--- src/ess_pkg.sv ---
// Shared constants, types and codes for the Euclidean step sequencer.
package ess_pkg;

  localparam int MAX_STEPS  = 64;
  localparam int NUM_TRACKS = 3;

  localparam int STEP_W   = $clog2(MAX_STEPS);
  localparam int LEN_W    = $clog2(MAX_STEPS + 1);
  localparam int TRACK_W  = 2;
  localparam int PERIOD_W = 16;
  localparam int TOTAL_W  = 7;
  localparam int COUNT_W  = 7;
  localparam int CFG_W    = 16;
  localparam int CFG_IDX_W = 1;

  localparam logic [PERIOD_W-1:0] PERIOD_RST = PERIOD_W'(1000);
  localparam logic [TOTAL_W-1:0]  TOTAL_RST  = TOTAL_W'(16);

  localparam logic [CFG_IDX_W-1:0] CFG_STEP_PERIOD = 1'b0;
  localparam logic [CFG_IDX_W-1:0] CFG_TOTAL_STEPS = 1'b1;

  typedef enum logic [1:0] {
    REQ_TICK   = 2'd0,
    REQ_SET    = 2'd1,
    REQ_FILL   = 2'd2,
    REQ_TOGGLE = 2'd3
  } req_t;

  typedef enum logic [1:0] {
    S_IDLE,
    S_FILL,
    S_EXEC
  } state_t;

  typedef logic [NUM_TRACKS-1:0] row_t;

  typedef struct packed {
    logic [STEP_W-1:0] rd_addr;
    logic              wr_en;
    logic [STEP_W-1:0] wr_addr;
    row_t              wr_data;
  } store_req_t;

endpackage

--- src/ess_ram.sv ---
// Generic single-write, single-read RAM with registered read data.
module ess_ram #(
  parameter int WIDTH = 8,
  parameter int DEPTH = 64
) (
  input  logic                     clk,
  input  logic                     we,
  input  logic [$clog2(DEPTH)-1:0] waddr,
  input  logic [WIDTH-1:0]         wdata,
  input  logic [$clog2(DEPTH)-1:0] raddr,
  output logic [WIDTH-1:0]         rdata
);

  logic [WIDTH-1:0] mem [DEPTH];
  logic [WIDTH-1:0] rdata_r;

  always_ff @(posedge clk) begin
    if (we) begin
      mem[waddr] <= wdata;
    end
    rdata_r <= mem[raddr];
  end

  assign rdata = rdata_r;

endmodule

--- src/ess_pattern_store.sv ---
// Pattern memory, one row of track bits per step, with per-row valid bits.
module ess_pattern_store (
  input  logic                clk,
  input  logic                rst_n,
  input  ess_pkg::store_req_t req,
  output ess_pkg::row_t       rd_row
);

  logic [ess_pkg::MAX_STEPS-1:0] valid_r;
  logic                          rd_valid_r;
  ess_pkg::row_t                 ram_rdata;

  ess_ram #(
    .WIDTH(ess_pkg::NUM_TRACKS),
    .DEPTH(ess_pkg::MAX_STEPS)
  ) u_ram (
    .clk  (clk),
    .we   (req.wr_en),
    .waddr(req.wr_addr),
    .wdata(req.wr_data),
    .raddr(req.rd_addr),
    .rdata(ram_rdata)
  );

  always_ff @(posedge clk) begin
    if (!rst_n) begin
      valid_r    <= '0;
      rd_valid_r <= 1'b0;
    end else begin
      rd_valid_r <= valid_r[req.rd_addr];
      if (req.wr_en) begin
        valid_r[req.wr_addr] <= 1'b1;
      end
    end
  end

  assign rd_row = rd_valid_r ? ram_rdata : '0;

endmodule

--- src/euclidean_step_sequencer.sv ---
// Top level of the three-track Euclidean step sequencer.
//
//  port group | direction | handshake          | payload
//  in_        | input     | in_valid/in_ready  | req_type track_sel step_index step_on
//             |           |                    | pulse_count pattern_length
//  out_       | output    | out_valid/out_ready| triggers advanced step_now running
//  cfg_       | input     | cfg_we             | cfg_index cfg_data
//
// Tick, set and toggle are accepted in S_IDLE, where the pattern memory read is issued, and finish in S_EXEC.
// A fill passes through S_FILL, one read-modify-write of a pattern row per cycle, then finishes in S_EXEC.
// Reset clears control state and row valid bits; there is no clearing pass.
// A result waits in the output register; the next transfer is accepted meanwhile
// and holds in its last cycle until the output register is free.
module euclidean_step_sequencer (
  input  logic                          clk,
  input  logic                          rst_n,
  input  logic                          in_valid,
  output logic                          in_ready,
  input  logic [1:0]                    in_req_type,
  input  logic [ess_pkg::TRACK_W-1:0]   in_track_sel,
  input  logic [ess_pkg::STEP_W-1:0]    in_step_index,
  input  logic                          in_step_on,
  input  logic [ess_pkg::COUNT_W-1:0]   in_pulse_count,
  input  logic [ess_pkg::COUNT_W-1:0]   in_pattern_length,
  output logic                          out_valid,
  input  logic                          out_ready,
  output logic [ess_pkg::NUM_TRACKS-1:0] out_triggers,
  output logic                          out_advanced,
  output logic [ess_pkg::STEP_W-1:0]    out_step_now,
  output logic                          out_running,
  input  logic                          cfg_we,
  input  logic [ess_pkg::CFG_IDX_W-1:0] cfg_index,
  input  logic [ess_pkg::CFG_W-1:0]     cfg_data
);

  ess_pkg::state_t state_r, state_nxt;

  ess_pkg::req_t                 req_r;
  logic [ess_pkg::TRACK_W-1:0]   track_r;
  logic [ess_pkg::STEP_W-1:0]    addr_r;
  logic                          son_r;
  logic [ess_pkg::COUNT_W-1:0]   k_r;
  logic [ess_pkg::COUNT_W-1:0]   n_r;

  logic [ess_pkg::STEP_W-1:0]    fill_idx_r, fill_idx_nxt;
  logic [ess_pkg::COUNT_W-1:0]   acc_r, acc_nxt;

  logic [ess_pkg::STEP_W-1:0]    step_r, step_nxt;
  logic [ess_pkg::PERIOD_W-1:0]  tick_r, tick_nxt;
  logic                          run_r, run_nxt;

  logic [ess_pkg::PERIOD_W-1:0]  period_r;
  logic [ess_pkg::TOTAL_W-1:0]   total_r;

  logic                          out_valid_r;
  ess_pkg::row_t                 trig_r, trig_nxt;
  logic                          adv_r, adv_nxt;

  ess_pkg::store_req_t           st_req;
  ess_pkg::row_t                 rd_row;
  ess_pkg::row_t                 new_row;

  logic [ess_pkg::LEN_W-1:0]     loop_len;
  logic                          in_fire;
  logic                          commit;
  logic                          bit_val;
  logic                          fill_on;
  logic [ess_pkg::COUNT_W:0]     acc_sum;
  logic [ess_pkg::PERIOD_W-1:0]  tick_inc;
  logic [ess_pkg::LEN_W-1:0]     step_inc;
  logic [ess_pkg::LEN_W-1:0]     fill_inc;

  ess_pattern_store u_store (
    .clk   (clk),
    .rst_n (rst_n),
    .req   (st_req),
    .rd_row(rd_row)
  );

  assign in_ready = (state_r == ess_pkg::S_IDLE);
  assign in_fire  = in_valid && in_ready;
  assign commit   = (state_r == ess_pkg::S_EXEC) && (!out_valid_r || out_ready);

  always_comb begin
    if (total_r == '0) begin
      loop_len = ess_pkg::LEN_W'(1);
    end else if (ess_pkg::LEN_W'(total_r) > ess_pkg::LEN_W'(ess_pkg::MAX_STEPS)) begin
      loop_len = ess_pkg::LEN_W'(ess_pkg::MAX_STEPS);
    end else begin
      loop_len = ess_pkg::LEN_W'(total_r);
    end
  end

  assign acc_sum  = {1'b0, acc_r} + {1'b0, k_r};
  assign fill_on  = (ess_pkg::COUNT_W'(fill_idx_r) < n_r) && ((k_r >= n_r) || (acc_r < k_r));
  assign bit_val  = (state_r == ess_pkg::S_FILL) ? fill_on : son_r;
  assign tick_inc = tick_r + ess_pkg::PERIOD_W'(1);
  assign step_inc = ess_pkg::LEN_W'(step_r) + ess_pkg::LEN_W'(1);
  assign fill_inc = ess_pkg::LEN_W'(fill_idx_r) + ess_pkg::LEN_W'(1);

  always_comb begin
    for (int t = 0; t < ess_pkg::NUM_TRACKS; t++) begin
      new_row[t] = (ess_pkg::TRACK_W'(t) == track_r) ? bit_val : rd_row[t];
    end
  end

  always_comb begin
    state_nxt       = state_r;
    fill_idx_nxt    = fill_idx_r;
    acc_nxt         = acc_r;
    step_nxt        = step_r;
    tick_nxt        = tick_r;
    run_nxt         = run_r;
    trig_nxt        = '0;
    adv_nxt         = 1'b0;
    st_req.rd_addr  = (req_r == ess_pkg::REQ_SET) ? addr_r : step_r;
    st_req.wr_en    = 1'b0;
    st_req.wr_addr  = addr_r;
    st_req.wr_data  = new_row;

    case (state_r)
      ess_pkg::S_IDLE: begin
        case (ess_pkg::req_t'(in_req_type))
          ess_pkg::REQ_SET:  st_req.rd_addr = in_step_index;
          ess_pkg::REQ_FILL: st_req.rd_addr = '0;
          default:           st_req.rd_addr = step_r;
        endcase
        if (in_fire) begin
          fill_idx_nxt = '0;
          acc_nxt      = '0;
          if (ess_pkg::req_t'(in_req_type) == ess_pkg::REQ_FILL &&
              in_track_sel < ess_pkg::TRACK_W'(ess_pkg::NUM_TRACKS)) begin
            state_nxt = ess_pkg::S_FILL;
          end else begin
            state_nxt = ess_pkg::S_EXEC;
          end
        end
      end
      ess_pkg::S_FILL: begin
        st_req.wr_en   = 1'b1;
        st_req.wr_addr = fill_idx_r;
        st_req.rd_addr = ess_pkg::STEP_W'(fill_inc);
        fill_idx_nxt   = ess_pkg::STEP_W'(fill_inc);
        acc_nxt        = (acc_sum >= {1'b0, n_r}) ? ess_pkg::COUNT_W'(acc_sum - {1'b0, n_r})
                                                  : ess_pkg::COUNT_W'(acc_sum);
        if (fill_inc >= loop_len) begin
          state_nxt = ess_pkg::S_EXEC;
        end
      end
      ess_pkg::S_EXEC: begin
        if (commit) begin
          state_nxt = ess_pkg::S_IDLE;
          case (req_r)
            ess_pkg::REQ_TICK: begin
              if (run_r) begin
                if (tick_inc >= period_r) begin
                  trig_nxt = rd_row;
                  adv_nxt  = 1'b1;
                  tick_nxt = '0;
                  step_nxt = (step_inc >= loop_len) ? '0 : ess_pkg::STEP_W'(step_inc);
                end else begin
                  tick_nxt = tick_inc;
                end
              end
            end
            ess_pkg::REQ_SET: begin
              if (track_r < ess_pkg::TRACK_W'(ess_pkg::NUM_TRACKS) &&
                  ess_pkg::LEN_W'(addr_r) < loop_len) begin
                st_req.wr_en = 1'b1;
              end
            end
            ess_pkg::REQ_TOGGLE: run_nxt = !run_r;
            default: ;
          endcase
        end
      end
      default: state_nxt = ess_pkg::S_IDLE;
    endcase
  end

  always_ff @(posedge clk) begin
    if (!rst_n) begin
      state_r     <= ess_pkg::S_IDLE;
      step_r      <= '0;
      tick_r      <= '0;
      run_r       <= 1'b0;
      period_r    <= ess_pkg::PERIOD_RST;
      total_r     <= ess_pkg::TOTAL_RST;
      out_valid_r <= 1'b0;
    end else begin
      state_r <= state_nxt;
      step_r  <= step_nxt;
      tick_r  <= tick_nxt;
      run_r   <= run_nxt;
      if (cfg_we) begin
        case (cfg_index)
          ess_pkg::CFG_STEP_PERIOD: period_r <= cfg_data;
          ess_pkg::CFG_TOTAL_STEPS: total_r  <= ess_pkg::TOTAL_W'(cfg_data);
          default: ;
        endcase
      end
      if (commit) begin
        out_valid_r <= 1'b1;
      end else if (out_ready) begin
        out_valid_r <= 1'b0;
      end
    end
  end

  always_ff @(posedge clk) begin
    fill_idx_r <= fill_idx_nxt;
    acc_r      <= acc_nxt;
    if (in_fire) begin
      req_r   <= ess_pkg::req_t'(in_req_type);
      track_r <= in_track_sel;
      addr_r  <= in_step_index;
      son_r   <= in_step_on;
      k_r     <= in_pulse_count;
      n_r     <= in_pattern_length;
    end
    if (commit) begin
      trig_r <= trig_nxt;
      adv_r  <= adv_nxt;
    end
  end

  assign out_valid    = out_valid_r;
  assign out_triggers = trig_r;
  assign out_advanced = adv_r;
  assign out_step_now = step_r;
  assign out_running  = run_r;

  a_fill_in_loop: assert property (@(posedge clk) disable iff (!rst_n)
    (state_r == ess_pkg::S_FILL) |-> (ess_pkg::LEN_W'(fill_idx_r) < loop_len))
    else $error("fill index beyond loop length");

  a_write_only_busy: assert property (@(posedge clk) disable iff (!rst_n)
    st_req.wr_en |-> (state_r == ess_pkg::S_FILL || state_r == ess_pkg::S_EXEC))
    else $error("pattern write outside fill or execute");

  a_commit_shows: assert property (@(posedge clk) disable iff (!rst_n)
    commit |=> (out_valid && state_r == ess_pkg::S_IDLE))
    else $error("committed result not presented");

  a_accept_busy: assert property (@(posedge clk) disable iff (!rst_n)
    in_fire |=> (state_r != ess_pkg::S_IDLE))
    else $error("accepted transfer not taken up");

  a_trig_needs_adv: assert property (@(posedge clk) disable iff (!rst_n)
    (out_valid && out_triggers != '0) |-> out_advanced)
    else $error("triggers without step advance");

endmodule

--- config.mk ---
export PLATFORM = sky130hd
export DESIGN_NAME = euclidean_step_sequencer
export DESIGN_NICKNAME = d
export VERILOG_FILES = /design/src/ess_pkg.sv /design/src/ess_ram.sv /design/src/ess_pattern_store.sv /design/src/euclidean_step_sequencer.sv
export SDC_FILE = /design/constraint.sdc
export NUM_CORES = 1
export LEC_CHECK = 0
export BUFFER_PORTS_ARGS = -buffer_cell sky130_fd_sc_hd__buf_2
export CAP_MARGIN = 20
export CORE_MARGIN = 5
export CORE_UTILIZATION = 56
export CTS_CLUSTER_SIZE = 20
export DETAILED_ROUTE_END_ITERATION = 12
export PLACE_DENSITY = 0.73
export SYNTH_ARGS = -nofsm -noshare
export SYNTH_HDL_FRONTEND = slang
export SYNTH_HIERARCHICAL = 1
export SYNTH_SLANG_ARGS = --single-unit
export TNS_END_PERCENT = 5
--- constraint.sdc ---
create_clock -name clk -period 4.46 [get_ports clk]
set_input_delay 0.223 -clock clk [delete_from_list [all_inputs] [get_ports clk]]
set_output_delay 0.223 -clock clk [all_outputs]
set_load 0.1 [all_outputs]
# Word level (Yosys, flattened, before mapping)
# Memory sizes are Yosys's and may differ from the RTL's. A register that Yosys moved wholly into a read port is not among the register bits.
# Index checks and enable logic that the tools add are counted.
# totals
reg_bits,156
latch_bits,0
ramBits,192
mem_bits_ro,0
input_bits,47
output_inout_bits,13
elab_cells,113
memories,1
# op_classes
n_addsub,5
n_mul,0
div_mod_pow,0
order_cmp,14
n_eq_ne,11
shift,0
muxes,36
bitwise_logic,2
n_reduce_logical,25
# memory_table
memory,depth,width,rd,rd_clocked_by_memory_dff,wr,line_no,source
u_store.u_ram.mem,64,3,1,1,1,ess_ram.sv:14,logic [WIDTH-1:0] mem [DEPTH];
# op_table
op,n
bitwise OR 64 bit,1
one-hot mux 6 bit (2 select lines),3
two-way mux 7 bit,4
two-way mux 6 bit,4
>= comparator 7 bit,3
"adder 16 x 1 -> 16 bit, second input constant",1
>= comparator 16 bit,1
two-way mux 16 bit,1
"adder 6 x 1 -> 7 bit, second input constant",2
less-than comparator 6 x 7 -> 1 bit,2
"less-than comparator 6 x 7 -> 1 bit, second input constant",2
two-way mux 1 bit,14
one-hot mux 7 bit (2 select lines),1
AND reduction 3 bit,3
adder 7 x 7 -> 8 bit,1
>= comparator 8 x 7 -> 1 bit,1
two-way mux 2 bit,4
AND reduction 4 bit,2
"> comparator 7 bit, second input constant",1
zero test 7 bit,1
less-than comparator 7 bit,1
subtractor 7 bit,1
binary-select mux 1 bit (select 6 bit),1
demux 1 bit (select 6 bit),1
other kinds (19),37

# Longest topological paths before layout
# depth
word_depth,11
depth_mapped,14
ltp_nobuf,13

# Modules after synthesis
# Netlist, hierarchy kept.
# by_module_without_submodules
mod,n_inst,cells_each,area_per_inst_um2,seq_area_each_um2
ess_ram,1,423,7863.8,5825.6
euclidean_step_sequencer,1,652,6054.6,2242.2
ess_pattern_store,1,284,2851.5,1301.2

# Worst setup path after synthesis
# Ideal clock, no wire load.
# synth_timing
path_type,reg-to-reg
from,reg k_r[1] (netlist name)
to,"mem u_store/u_ram/mem[0][2] (netlist name), data pin"
setup_time_ns,0.548
arrival_time_ns,3.177
required_ns,3.912
slack_ns,0.734
stages_incl_launch_ff,9
n_path_buf,0
period_less_slack_ns,3.726
path_cell_list,edfxtp_1 > inv_1 > ha_1 > nor2b_1 > o21a_1 > o211ai_1 > a32o_1 > o211ai_1 > a21oi_1
# synth_between
elab_chain_len,5
word_cells_on_any_way,6
classes_between,2 x order compare; 2 x mux; 2 x reduce/logical
# synth_rtl
item,line_no,source
from (decl),euclidean_step_sequencer.sv:42,logic [ess_pkg::COUNT_W-1:0] k_r;
from (signal assigned),euclidean_step_sequencer.sv:218,k_r <= in_pulse_count;
>= comparator 7 bit or less-than comparator 7 bit (tied branches),euclidean_step_sequencer.sv:95,assign fill_on = (ess_pkg::COUNT_W'(fill_idx_r) < n_r) && ((k_r >= n_r) || (acc_r < k_r));
logical OR 1 bit (*),euclidean_step_sequencer.sv:95,
logical AND 1 bit (*),euclidean_step_sequencer.sv:95,
two-way mux 1 bit (*),euclidean_step_sequencer.sv:96,assign bit_val = (state_r == ess_pkg::S_FILL) ? fill_on : son_r;
two-way mux 1 bit (*),euclidean_step_sequencer.sv:103,new_row[t] = (ess_pkg::TRACK_W'(t) == track_r) ? bit_val : rd_row[t];
named net new_row[2],euclidean_step_sequencer.sv:61,ess_pkg::row_t new_row;
to (decl),ess_ram.sv:14,
# The timed path passes the listed nets; every way through them passes the cells marked *.

==> metrics.cfg <==
[run_status]
status=finished, final reports clean

[synthesis]
seq_area_frac_synth_pct=55.9
ys_warn_count=6
synthMuxAreaShare_pct=10.7
syn-instance-count=1359
yosys.area_share.simple_pct=12.9
synth_async_sr_flop_share_pct=0
synth_edf_count=234
synth_top_family_by_area=simple AND/OR/NAND/NOR gates
synth_nets=1484
synth_xor_area_share_pct=1.66
synth_compound_area_share_pct=9.97
synth_seq_cells=351
yosysUniqueCellTypes=74
synth_top_flop_cell=edfxtp_1
avgSynthCellArea_um2=12.3
synthAdderAreaFrac_pct=5.91
netlist_area_mm2=0.0168

[layout]
final_common_cell=edfxtp_1
final_nets=1580
antennaDiodeCount=0
drive_gt1_share_pct=15.1
area_growth_syn_to_layout_pct=13.8
final_cell_mix=edfxtp_1 (234), nor2_1 (131), dfxtp_1 (117), nand2_1 (93), ha_1 (76)
fin_cells=1874

[floorplan]
dieArea_mm2=0.0335
fp.coreArea_mm2=0.0296
row_count=63
dieWidth_um=183
start_util_pct=56.6
io_pins=60
fp.dieH_um=183

[power]
p_leak_uw=0.00688
peakVddDrop_mv=0.329
cellPowerDensity_mw_per_mm2=409

[grt]
grt-ovfl-total=0
grt_pass1_vias=11400
grt_pass1_wl_mm=61.2
antenna_found_initial=1
grt_max_degree=74
grt_usage_pct=22.9

[place]
dp.cells=1764
place_congestion=0.870
dpl.hpwl_mm=25.6
port_buffers=59

[setup_path]
start_kind=flip-flop
path_class=reg -> reg
endpoint_kind=flip-flop
critPathMaxFanout=12
required_ns=4.66
crit_arrival_ns=4.01

[sta]
fin_crit_ns=3.81
timing.fmax_mhz=263
min_period_over_period_pct=85.3
finClkSkew_ns=0.0255
setup_viol=0
grt_setup_unrepaired=no
slew_headroom_pct=40.2
timing.final.max_slew_violations=0
finalHoldViolCount=0
tns_ns=0
tightest_slew_ns=0.890

[route]
drt-initial-drc-count=926
viasPerCell=5.98
drc_errors=0
wl_per_cell_um=20.6
drt_first_pass_iters=6
wl_mm=38.5
vias=11200
drtAntennaViolNets=0

[clocking]
cts_root_buffer=clkbuf_16
clk_pin_slew_ns=0.06
worstSkewPairLatency_ns=0.53
cts_tree=done
clock_sinks=351
clock_path_buffers=3
post_cts_buffers=0
cts_made_buffers=38
cts_max_level=2

[worst_hold_path]
hp-class=in -> reg

[job]
drv_cap=0

path summary, 6_finish.rpt:
path / startpoint / endpoint / slack [ns] / depth (start not counted)
setup / recovery: total_r[6] / u_store/u_ram/mem[38][2] / 0.65 / 12
hold / removal: cfg_we / total_r[0] / 0.06 / 3
setup reg to reg: total_r[6] / u_store/u_ram/mem[38][2] / 0.65 / 12
hold reg to reg: u_store/valid_r[14] / u_store/valid_r[14] / 0.46 / 1
kinds of logic after synthesis:
kind of cell    Yosys count
simple gates            438
flops                   351
compound gates          243
buf+inv                 123
mux                      95
fa+ha+maj                78
xor+xnor                 31
synth_stat cells (all sizes together), types with 14 or more instances:
master  count  area share (%)
edfxtp    234              42
nor2      131             2.9
dfxtp     117              14
nand2      93             2.1
ha         76             5.7
a21oi      64             1.9
mux4       64             8.8
inv        61             1.4
nor2b      56             2.1
clkbuf     45             1.0
nand3      42             1.3
o21a       37             1.7
o21ai      27            0.85
nand2b     26             1.0
nor3       26            0.81
xnor2      24             1.3
mux2i      23             1.4
o211ai     19            0.85
buf        17            0.63
a21boi     16            0.72
and3       16            0.60
and2       14            0.52
routing by layer:
layer,share of wire (%),GRT usage [%]
met5,0.042,0
met4,3.1,7.57
met3,6.0,4.09
met2,48,38.1
met1,43,30.9
per-stage QoR:
step / hold slack (ns) / total power, µW / utilization, % / area (µm²) / setup WS (ns)
4_1_cts: 0.0392 / 7860 / 64.4 / 19100 / 0.697
5_1_grt: 0.0689 / 8100 / 64.4 / 19100 / 0.404
3_5_place_dp: 0.402 / 4780 / 58.9 / 17500 / 0.700
3_3_place_gp: 0.400 / 4760 / 58.9 / 17500 / 0.898
2_1_floorplan: 0.322 / 4480 / - / 16800 / 0.734
6_report: 0.0605 / 7800 / 64.4 / 19100 / 0.654
worst max-delay path, cell delays in order, from the launching register on:
cell       delay, ns
dfxtp_1         0.34
inv_1           0.18
nand2_1         0.15
ha_1            0.32
a21o_1          0.17
a2111oi_0       0.40
nor3_1          0.09
nor3_1          0.19
o21a_1          0.22
buf_4           0.22
nor2b_1         0.26
nand3_1         0.47
nor2_1          0.44
where the power goes:
group | leakage, µW | total (µW) | switching, µW | internal [µW]
sequential | 0.00311 | 3630 | 47.5 | 3580
combinational | 0.00317 | 1130 | 701 | 425
clock | 0.000601 | 3050 | 1250 | 1800
sequential cells by signal (all words and copies together), names as in the netlist, 6 cells and up:
register and flops:
addr_r 6, tick_r 16, k_r 7, total_r 7, u_store/valid_r 64, u_store/u_ram/mem 192
n_r 7, out_step_now 6, acc_r 7, fill_idx_r 6, period_r 16
timing repair:
action	in CTS	in global routing
hold buffers	41	0
setup endpoints to repair	0	0
hold endpoints to repair	43	0
resized for setup	0	0
area by class of cell:
class / count / area (µm²)
flip-flops and latches: 351 / 9370
clock buffers: 51 / 1020
fillers: 2256 / 10500
well taps: 390 / 488
repair buffers: 118 / 853
inverters: 61 / 229
clock inverters: 18 / 188
multi-input cells: 885 / 6940
Power figures use the tool's default switching activity.
